===== config.mk =====
export PLATFORM = sky130hd
export DESIGN_NAME = sbsi_point
export DESIGN_NICKNAME = d
export VERILOG_FILES = /design/src/hw/rtl/sbsi_point.sv
export SDC_FILE = /design/constraint.sdc
export NUM_CORES = 2
export LEC_CHECK = 0
export ABC_AREA = 1
export ABC_CLOCK_PERIOD_IN_PS = 17800
export BUFFER_PORTS_ARGS = -buffer_cell sky130_fd_sc_hd__buf_2
export CORE_MARGIN = 1.5
export CORE_UTILIZATION = 30
export DETAILED_ROUTE_END_ITERATION = 8
export MAX_ROUTING_LAYER = met4
export PLACE_DENSITY = 0.46
export SETUP_SLACK_MARGIN = 0.5
export SLEW_MARGIN = 30
export SYNTH_ARGS = -nofsm -noshare
export SYNTH_HDL_FRONTEND = slang
export SYNTH_SLANG_ARGS = --single-unit
export TNS_END_PERCENT = 5

===== constraint.sdc =====
create_clock -name clk -period 17.8 [get_ports clk]
set_clock_uncertainty 0.05 [all_clocks]
set_input_delay 2.67 -clock clk [delete_from_list [all_inputs] [get_ports clk]]
set_output_delay 2.67 -clock clk [all_outputs]
set_load 0.01 [all_outputs]

===== src/hw/rtl/sbsi_point.sv =====
// Hit point of one axis: origin plus floored displacement times t, saturated.
module sbsi_point #(
	parameter int unsigned CW = 32,
	parameter int unsigned FW = 16
) (
	input  logic                 clk,
	input  logic                 en,
	input  logic signed [CW-1:0] o,
	input  logic signed [CW-1:0] d,
	input  logic [FW:0]          th,
	output logic signed [CW-1:0] p
);

	localparam int unsigned PW = CW + FW + 2;

	logic signed [PW-1:0] prod_s5;
	logic signed [CW-1:0] o_s5;

	// Multiply the displacement by the clamped entry parameter.
	always_ff @(posedge clk) begin
		if (en) begin
			prod_s5 <= PW'(d) * PW'(signed'({1'b0, th}));
			o_s5    <= o;
		end
	end

	logic signed [PW-1:0] shr_c;
	logic signed [CW+1:0] sum_c;
	logic signed [CW-1:0] sat_c;

	// Floor the product, add the origin and clamp to the coordinate range.
	always_comb begin
		shr_c = prod_s5 >>> FW;
		sum_c = (CW+2)'(o_s5) + shr_c[CW+1:0];
		if (sum_c[CW+1:CW-1] == 3'b000 || sum_c[CW+1:CW-1] == 3'b111) begin
			sat_c = sum_c[CW-1:0];
		end else if (sum_c[CW+1]) begin
			sat_c = {1'b1, {(CW-1){1'b0}}};
		end else begin
			sat_c = {1'b0, {(CW-1){1'b1}}};
		end
	end

	always_ff @(posedge clk) begin
		if (en) begin
			p <= sat_c;
		end
	end

endmodule


==> results_dict.tcl <==
set metrics [dict create \
    status "completed" \
    dieArea_mm2 0.0872 \
    insertion_delay_ns 0.37 \
    fin_crit_sh_pct 49.5 \
    synthCells 3343 \
    synth_top_area_cell "fa_1" \
    routabilityCongestion 0.900 \
    yosysUniqueCellTypes 35 \
    cts_sinks 98 \
    die_w_um 295 \
    ant_nets 0 \
    fp.coreArea_mm2 0.0849 \
    vias 19600 \
    ys.warnings.count 0 \
    endpoint_kind "flip-flop" \
    num_rows 107 \
    portBuffers 114 \
    wl_per_cell_um 16.6 \
    grt_util_met3_pct 1.01 \
    start_kind "input port" \
    overflow 0 \
    grt_pass1_vias 21000 \
    seq_area_frac_synth_pct 11.5 \
    syn_nets 4094 \
    final_common_cell "inv_1" \
    viasPerCell 4.35 \
    tightest_slew_ns 0.971 \
    met1_usage_pct 25.4 \
    root_buffer "clkbuf_16" \
    use_met2_pct 30.4 \
    antenna_found_initial 2 \
    cts_resized 0 \
    die_y_um 295 \
    cts_buffer_depth 2 \
    grt_setup_unrepaired "no" \
    grtUsageTotal_pct 18.3 \
    cts.htree.levels 3 \
    grt_pass1_wl_mm 120 \
    crit_type "input port to flip-flop" \
    nets 4105 \
    drc 0 \
    cts_tree "built" \
    start_util_pct 30.2 \
    cts_buffers 9 \
    finalSetupTns_ns 0 \
    ff2ff_path_depth 15 \
    drt-initial-drc-count 973 \
    fmax_ghz 0.114 \
    setup_violations 0 \
    post-route-min-period_ns 8.81 \
    synth_area_leaders "fa_1, inv_1, nand2_1" \
    mostFrequentLayoutCells "inv_1, nand2_1, fa_1, ha_1, nor2_1" \
    min_path_cells 3 \
    yosys_register_bits 98 \
    synth.top_cell.area_share_pct 40.6 \
    grt-busiest-layer "met2" \
    ioPinCount 115 \
    slew_violations 0 \
    finalHoldViolations 0 \
    syn_area_per_cell_um2 7.67 \
    critical_path_required_ns 17.87 \
    pre_cts_slack_ns 8.50 \
    holdBufCountCts 0 \
    dpl.hpwl_mm 59.9 \
    wl_mm 74.9 \
    clk_pin_slew_ns 0.07 \
    layout_setup_ws_ns 8.99 \
    dr.pass1.iters 5 \
    syn_to_final_growth_pct 7.27 \
    critPathMaxFanout 32 \
    max-cap-violations 0 \
    postCtsSetupRepairBufs 0 \
    drive_gt1_share_pct 4.41 \
    crit_arrival_ns 8.88 \
    grt_max_degree 55 \
    slew_headroom_pct 35.3 \
    synth_area_mm2 0.0256 \
    fillCellCount 9311 \
    min_path_type "flip-flop to flip-flop" \
]
## stage by stage
step	instances	instance area (um2)	utilization, %	hold WS, ns
6_report	4505	27500	32.4	0.660
5_1_grt	4505	27500	32.4	0.710
4_1_cts	4503	27500	32.4	0.662
3_5_place_dp	4487	27200	32.0	0.618
3_3_place_gp	4487	27200	32.0	0.616
2_1_floorplan	3343	25600	-	0.549
## synthesized netlist by cell type
library cell,number
o21ai_0,38
a21o_1,7
and2_1,1
clkinv_1,1
ha_1,148
a21oi_1,78
nand3_1,52
nand4_1,15
edfxtp_1,98
nor4_1,3
nand2_1,968
o21bai_1,13
nand2_2,4
nand3b_1,1
or2_0,1
inv_2,1
xnor2_1,14
o211a_1,1
o21a_1,5
o211ai_1,1
nand2_4,3
nor3_1,13
fa_1,520
or2_2,3
buf_6,6
and3_1,7
inv_1,1051
nor2_2,3
o31ai_1,2
xor2_1,32
a22oi_1,1
clkbuf_1,114
a21boi_0,2
a31oi_1,8
nor2_1,128
## cell type report
type | instances | area (um2) | area share, %
Sequential cell | 98 | 2940 | 10.7
Antenna cell | 2 | 5.00 | 0.0182
Clock buffer | 10 | 229 | 0.832
Clock inverter | 6 | 73.8 | 0.268
Inverter | 1053 | 3950 | 14.4
Tap cell | 1144 | 1430 | 5.20
Multi-Input combinational cell | 2072 | 18300 | 66.4
Timing Repair Buffer | 120 | 621 | 2.26
## sequential cells by signal (all words and copies together) (netlist names)
signal and cells:
o_s5 32, p 32, prod_s5 34
## worst paths after layout
kind / slack (ns) / start / endpoint
worst max-delay path: 8.99 / th[4] / prod_s5[49]
worst min-delay path: 0.66 / o_s5[0] / p[0]
worst max register to register: 14.81 / prod_s5[16] / p[4]
worst min register to register: 0.66 / o_s5[0] / p[0]
## kinds of logic (layout without fill, tap and decap cells)
kind of cell / Yosys count / in the layout / synth area share (%)
simple gates: 1202 / 1202 / 18.4
fa+ha+maj: 668 / 668 / 47.8
other cells: 0 / 2 / 0
xor+xnor: 46 / 46 / 1.57
buf+inv: 1173 / 1189 / 17.3
compound gates: 156 / 156 / 3.41
flops: 98 / 98 / 11.5
## routing by layer
layer	up-vias	part of all wire (%)
li1	9448	-
met1	9720	49
met5	-	0
met2	371	47
met3	47	3.5
met4	0	0.95
## critical path, stage by stage
cell	delay (ns)
buf_2	0.62
nand2_1	0.24
fa_1	0.76
fa_1	0.50
inv_1	0.30
fa_1	0.50
fa_1	0.52
fa_1	0.50
inv_1	0.05
fa_1	0.47
inv_1	0.04
ha_1	0.35
a21oi_1	0.27
o21ai_0	0.19
a21oi_1	0.28
nor2_1	0.07
nor3_1	0.26
nand3_1	0.12
nand2_1	0.07
nand2_1	0.06
Power is left out: the tool's default activity adds up to more than one toggle a clock period on the data nets, which glitch-free logic cannot reach.
