**config.mk**
```make
export PLATFORM = sky130hd
export DESIGN_NAME = sbsi_div
export DESIGN_NICKNAME = d
export VERILOG_FILES = /design/src/hw/rtl/sbsi_div.sv
export SDC_FILE = /design/constraint.sdc
export NUM_CORES = 2
export LEC_CHECK = 0
export ABC_CLOCK_PERIOD_IN_PS = 10800
export BUFFER_PORTS_ARGS = -buffer_cell sky130_fd_sc_hd__buf_2
export CAP_MARGIN = 20
export CELL_PAD_IN_SITES_DETAIL_PLACEMENT = 1
export CELL_PAD_IN_SITES_GLOBAL_PLACEMENT = 2
export CORE_UTILIZATION = 47
export CTS_CLUSTER_DIAMETER = 80
export DETAILED_ROUTE_END_ITERATION = 6
export GPL_ROUTABILITY_DRIVEN = 0
export MAX_ROUTING_LAYER = met4
export PLACE_DENSITY = 0.95
export RECOVER_POWER = 25
export SYNTH_ARGS = -nofsm -noshare
export SYNTH_HDL_FRONTEND = slang
export SYNTH_SLANG_ARGS = --single-unit
```
**constraint.sdc**
```tcl
create_clock -name clk -period 10.8 [get_ports clk]
set_clock_uncertainty 0.15 [all_clocks]
set_input_delay 1.62 -clock clk [delete_from_list [all_inputs] [get_ports clk]]
set_output_delay 1.62 -clock clk [all_outputs]
set_load 0.01 [all_outputs]
```
**src/hw/rtl/sbsi_div.sv**
```systemverilog
// Pipelined restoring divider that gives a saturated, floored slab parameter.
module sbsi_div #(
	parameter int unsigned CW = 32,
	parameter int unsigned FW = 16
) (
	input  logic                clk,
	input  logic                en,
	input  logic [CW:0]         un,
	input  logic [CW-1:0]       ud,
	input  logic                neg,
	output logic signed [FW+1:0] t
);

	localparam logic signed [FW+1:0] T_MAX = {2'b01, {FW{1'b1}}};
	localparam logic signed [FW+1:0] T_MIN = {2'b10, {FW{1'b0}}};

	logic [CW-1:0] r_s   [FW+1];
	logic [CW-1:0] ud_s  [FW+1];
	logic [FW:0]   q_s   [FW+1];
	logic          neg_s [FW+1];
	logic          sat_s [FW+1];

	logic          sat_c;
	logic          ge0_c;
	logic [CW:0]   r0_c;

	// First step: saturation test and the integer quotient bit.
	always_comb begin
		sat_c = un >= {ud, 1'b0};
		ge0_c = un >= {1'b0, ud};
		r0_c  = ge0_c ? (un - {1'b0, ud}) : un;
	end

	always_ff @(posedge clk) begin
		if (en) begin
			r_s[0]   <= r0_c[CW-1:0];
			ud_s[0]  <= ud;
			q_s[0]   <= {{FW{1'b0}}, ge0_c};
			neg_s[0] <= neg;
			sat_s[0] <= sat_c;
		end
	end

	// One fraction bit per stage.
	for (genvar k = 1; k <= FW; k++) begin : g_step
		logic [CW:0] r2_c;
		logic        ge_c;
		logic [CW:0] rn_c;

		always_comb begin
			r2_c = {r_s[k-1], 1'b0};
			ge_c = r2_c >= {1'b0, ud_s[k-1]};
			rn_c = ge_c ? (r2_c - {1'b0, ud_s[k-1]}) : r2_c;
		end

		always_ff @(posedge clk) begin
			if (en) begin
				r_s[k]   <= rn_c[CW-1:0];
				ud_s[k]  <= ud_s[k-1];
				q_s[k]   <= {q_s[k-1][FW-1:0], ge_c};
				neg_s[k] <= neg_s[k-1];
				sat_s[k] <= sat_s[k-1];
			end
		end
	end

	logic signed [FW+1:0] t_c;

	// Sign and floor correction, or saturation to the range ends.
	always_comb begin
		if (sat_s[FW]) begin
			t_c = neg_s[FW] ? T_MIN : T_MAX;
		end else if (neg_s[FW]) begin
			t_c = -signed'({1'b0, q_s[FW]}) - signed'((FW+2)'(r_s[FW] != '0));
		end else begin
			t_c = signed'({1'b0, q_s[FW]});
		end
	end

	always_ff @(posedge clk) begin
		if (en) begin
			t <= t_c;
		end
	end

endmodule

```
==> results.cfg <==
[timing]
layout_min_cycle_time_ns = 5.02
finalSetupViolations = 0
fmaxAchievable_ghz = 0.199
grt_setup_unrepaired = false
tns_ns = 0
drv_slew = 0
worst-slew-pin-transition_ns = 1.19
fin_crit_sh_pct = 46.5
timing.max_slew.rel_slack_pct = 20.3
final_hold_vios = 0

[clock_tree]
clock_tree_root = clkbuf_16
htree_levels = 4
cts-buffers-inserted = 144
ctsLongestPathBuffers = 3
post_cts_resized = 0
clkLatencyLatePin_ns = 0.80
cts_sinks = 1261
tritoncts = yes
postCtsSetupBuffers = 0
number_of_buffers_inserted_for_hold_repair_after_clock_tree_synthesis = 0
clk_pin_slew_worst_paths_ns = 0.06

[placed_design]
place_hpwl_um = 155000
placement.io_buffers = 85
placed_cells = 8903

[yosys]
synth-adder-area-share_pct = 10.3
ys.warnings.count = 0
synth_xor_xnor_area_share_pct = 5.23
main_combinational_cell_family_by_area_after_synthesis = compound AO/OA/AOI/OAI gates
async_flop_share_pct = 0
synthMuxAreaShare_pct = 4.67
syn-mean-instance-area_um2 = 11.0
ys_dominant_reg_cell = edfxtp_1
synth-compound-area-share_pct = 15.2
seq_total_area_yosys_pct = 50.1
synthSimpleGateAreaFrac_pct = 9.89
synth-edff-count = 1261
ys_seq_elements = 1261
yosys.cell_types.count = 102
synth.cell_area_um2 = 75600
synth_nets = 7542
post_synth_inst_count = 6862

[route]
ant_nets = 0
postRouteWirelength_um = 209000
drt-vias-per-instance = 5.91
avgRoutedWirePerCell_um = 22.8
count_of_unresolved_drc_violations_after_routing = 1
drtIter0Drc = 3946
routed-via-count = 54176
drt-pass1-iter-count = 7

[power_and_ir_drop]
p_per_area_nw_per_um2 = 310
worst_ir_drop_vdd_uv = 170
power.clock.fraction_pct = 19.4
netSwitchingPower_uw = 10300
p_int_uw = 15500
seq_power_share_pct = 32.3
power.share.combinational_pct = 48.3
swShare_pct = 40.0
static-leakage-power_uw = 0.0344

[min_path]
worst_hold_path_type = register to register

[layout]
layout-area-overhead-vs-synth_pct = 10.0
finalNonFillerCells = 9171
design.final.nets = 7659
drive_above_1_share_pct = 9.73

[worst_setup_path]
critical_path.endpoint_type = register
worst_setup_path_start_kind = register
crit_fanout = 30
critPathArrivalTime_ns = 5.41
setup_crit_path_kind = register to register
timing.critical_path.required_ns = 11.19

[global_route]
grt_overflow_total = 0
grt_antenna_before_repair = 3
wire_length_of_the_first_global_routing_pass_um = 328000
pin_count_of_the_biggest_net_entering_global_routing = 185
grt_use_total_pct = 26.3
grt_pass1_vias = 57465

[floorplanning]
floorplan.core_area_um2 = 159000
die_width_um = 403
die-area_um2 = 162000
vertical_die_dimension_um = 403
initial_utilization_pct = 47.6
num_io_pins = 86
std_cell_rows = 146

[outcome]
run_status = complete, but fails checks
violated_checks = design-rule violations

[flow_run]
cap_violations = 0
## power by group through the flow
stage / Combinational (uW) / Sequential [uW] / Clock (uW)
5_1_grt: 13600 / 8420 / 5260
4_1_cts: 12300 / 8330 / 5100
2_1_floorplan: 9200 / 7860 / 0
3_5_place_dp: 12100 / 8400 / 0
6_report: 12400 / 8320 / 5010
3_3_place_gp: 11600 / 8350 / 0
## cell type report
class / instances / area (um2)
fillers: 16943 / 75800
flip-flops and latches: 1261 / 37900
multi-input cells: 4716 / 34300
clock buffers: 164 / 3680
inverters: 738 / 2770
well taps: 2072 / 2590
clock inverters: 98 / 1180
repair buffers: 118 / 744
diodes: 4 / 10.0
## per-layer routing
layer  global-route usage (%)  part of all wire [%]
met1                     30.5                    41
met2                     46.5                    52
met3                     3.56                   3.9
met4                     9.37                   3.5
met5                        -                     0
## logic make-up after synthesis
kind of cell	count (synthesis)
flip-flops	1261
buffers and inverters	885
AO/OA/AOI/OAI	1807
AND/OR/NAND/NOR	1538
XOR/XNOR	451
multiplexers	308
adder cells (fa/ha/maj)	612
## state kept, by name (all words and copies together), names as in the netlist
signal and count:
neg_s 17, q_s 153, r_s 544, sat_s 17, t 18, ud_s 512
## synth_stat cells (all sizes together) (15+ instances only)
cell,count,area (um2)
ha,595,7440
mux2,279,3240
a31oi,73,472
xnor2,287,2510
mux2i,29,290
nand2,377,1420
o31a,21,184
o2111ai,15,131
or2,18,113
inv,738,2770
o31ai,45,372
or3,23,144
o22ai,16,100
and3,68,428
a211oi,51,388
clkbuf,91,352
nor4,30,194
o21ai,369,1850
a21oi,581,2940
a21o,291,2180
nor3b,17,128
nand4,88,551
and4,15,131
nand3,125,626
o21bai,66,495
nor2,446,1680
buf,54,327
edfxtp,1261,37900
nand2b,84,526
fa,17,340
o211ai,29,223
nor3,86,430
nor2b,77,482
nand3b,15,113
o21a,71,533
a21boi,26,195
xor2,164,1440
and2,38,239
a211o,18,158
a31o,16,140
## worst max-delay path, cell delays in order (launching register included)
cell and delay, ns:
edfxtp_1 0.42, ha_1 0.47, o21a_1 0.20, o31ai_1 0.12
a311oi_1 0.51, o21bai_1 0.25, o21ai_1 0.47, nand3b_1 0.17
and2_1 0.22, a21oi_2 0.50, nor2_1 0.20, inv_2 0.62
mux2_2 0.41
## worst paths after layout
check | start | end | slack, ns | cells after the start
worst max-delay path | r_s[1][193] | r_s[1][232] | 5.78 | 12
worst min-delay path | ud_s[0][249] | ud_s[0][281] | 0.25 | 0
worst max register to register | r_s[1][193] | r_s[1][232] | 5.78 | 12
worst min register to register | ud_s[0][249] | ud_s[0][281] | 0.25 | 0
## per-stage QoR
stage	instance area (um2)	setup WS (ns)	util (%)	total power, uW	hold slack [ns]
2_1_floorplan	75600	6.25	-	17100	0.250
3_3_place_gp	78300	5.35	49.2	19900	0.250
3_5_place_dp	78300	5.13	49.2	20500	0.255
4_1_cts	83100	5.82	52.3	25800	0.252
5_1_grt	83100	5.54	52.3	27300	0.251
6_report	83200	5.78	52.3	25800	0.254
## cell usage in the layout (no fill, tap or decap), types with 21 or more instances in the layout
cell type	instances
a211oi_1	50
a21boi_0	25
a21o_1	290
a21oi_1	572
a31oi_1	72
and2_1	37
and3_1	66
buf_2	84
buf_4	26
clkbuf_16	144
clkinv_1	27
clkinv_2	25
edfxtp_1	1261
ha_1	595
inv_1	735
mux2_2	246
mux2_4	27
mux2i_1	29
nand2_1	377
nand2b_1	84
nand3_1	125
nand4_1	88
nor2_1	445
nor2b_1	77
nor3_1	86
nor4_1	29
o211ai_1	28
o21a_1	71
o21ai_0	353
o21bai_1	66
o31a_1	21
o31ai_1	40
or3_1	23
xnor2_1	287
xor2_1	164
(Power assumes the default switching activity.)
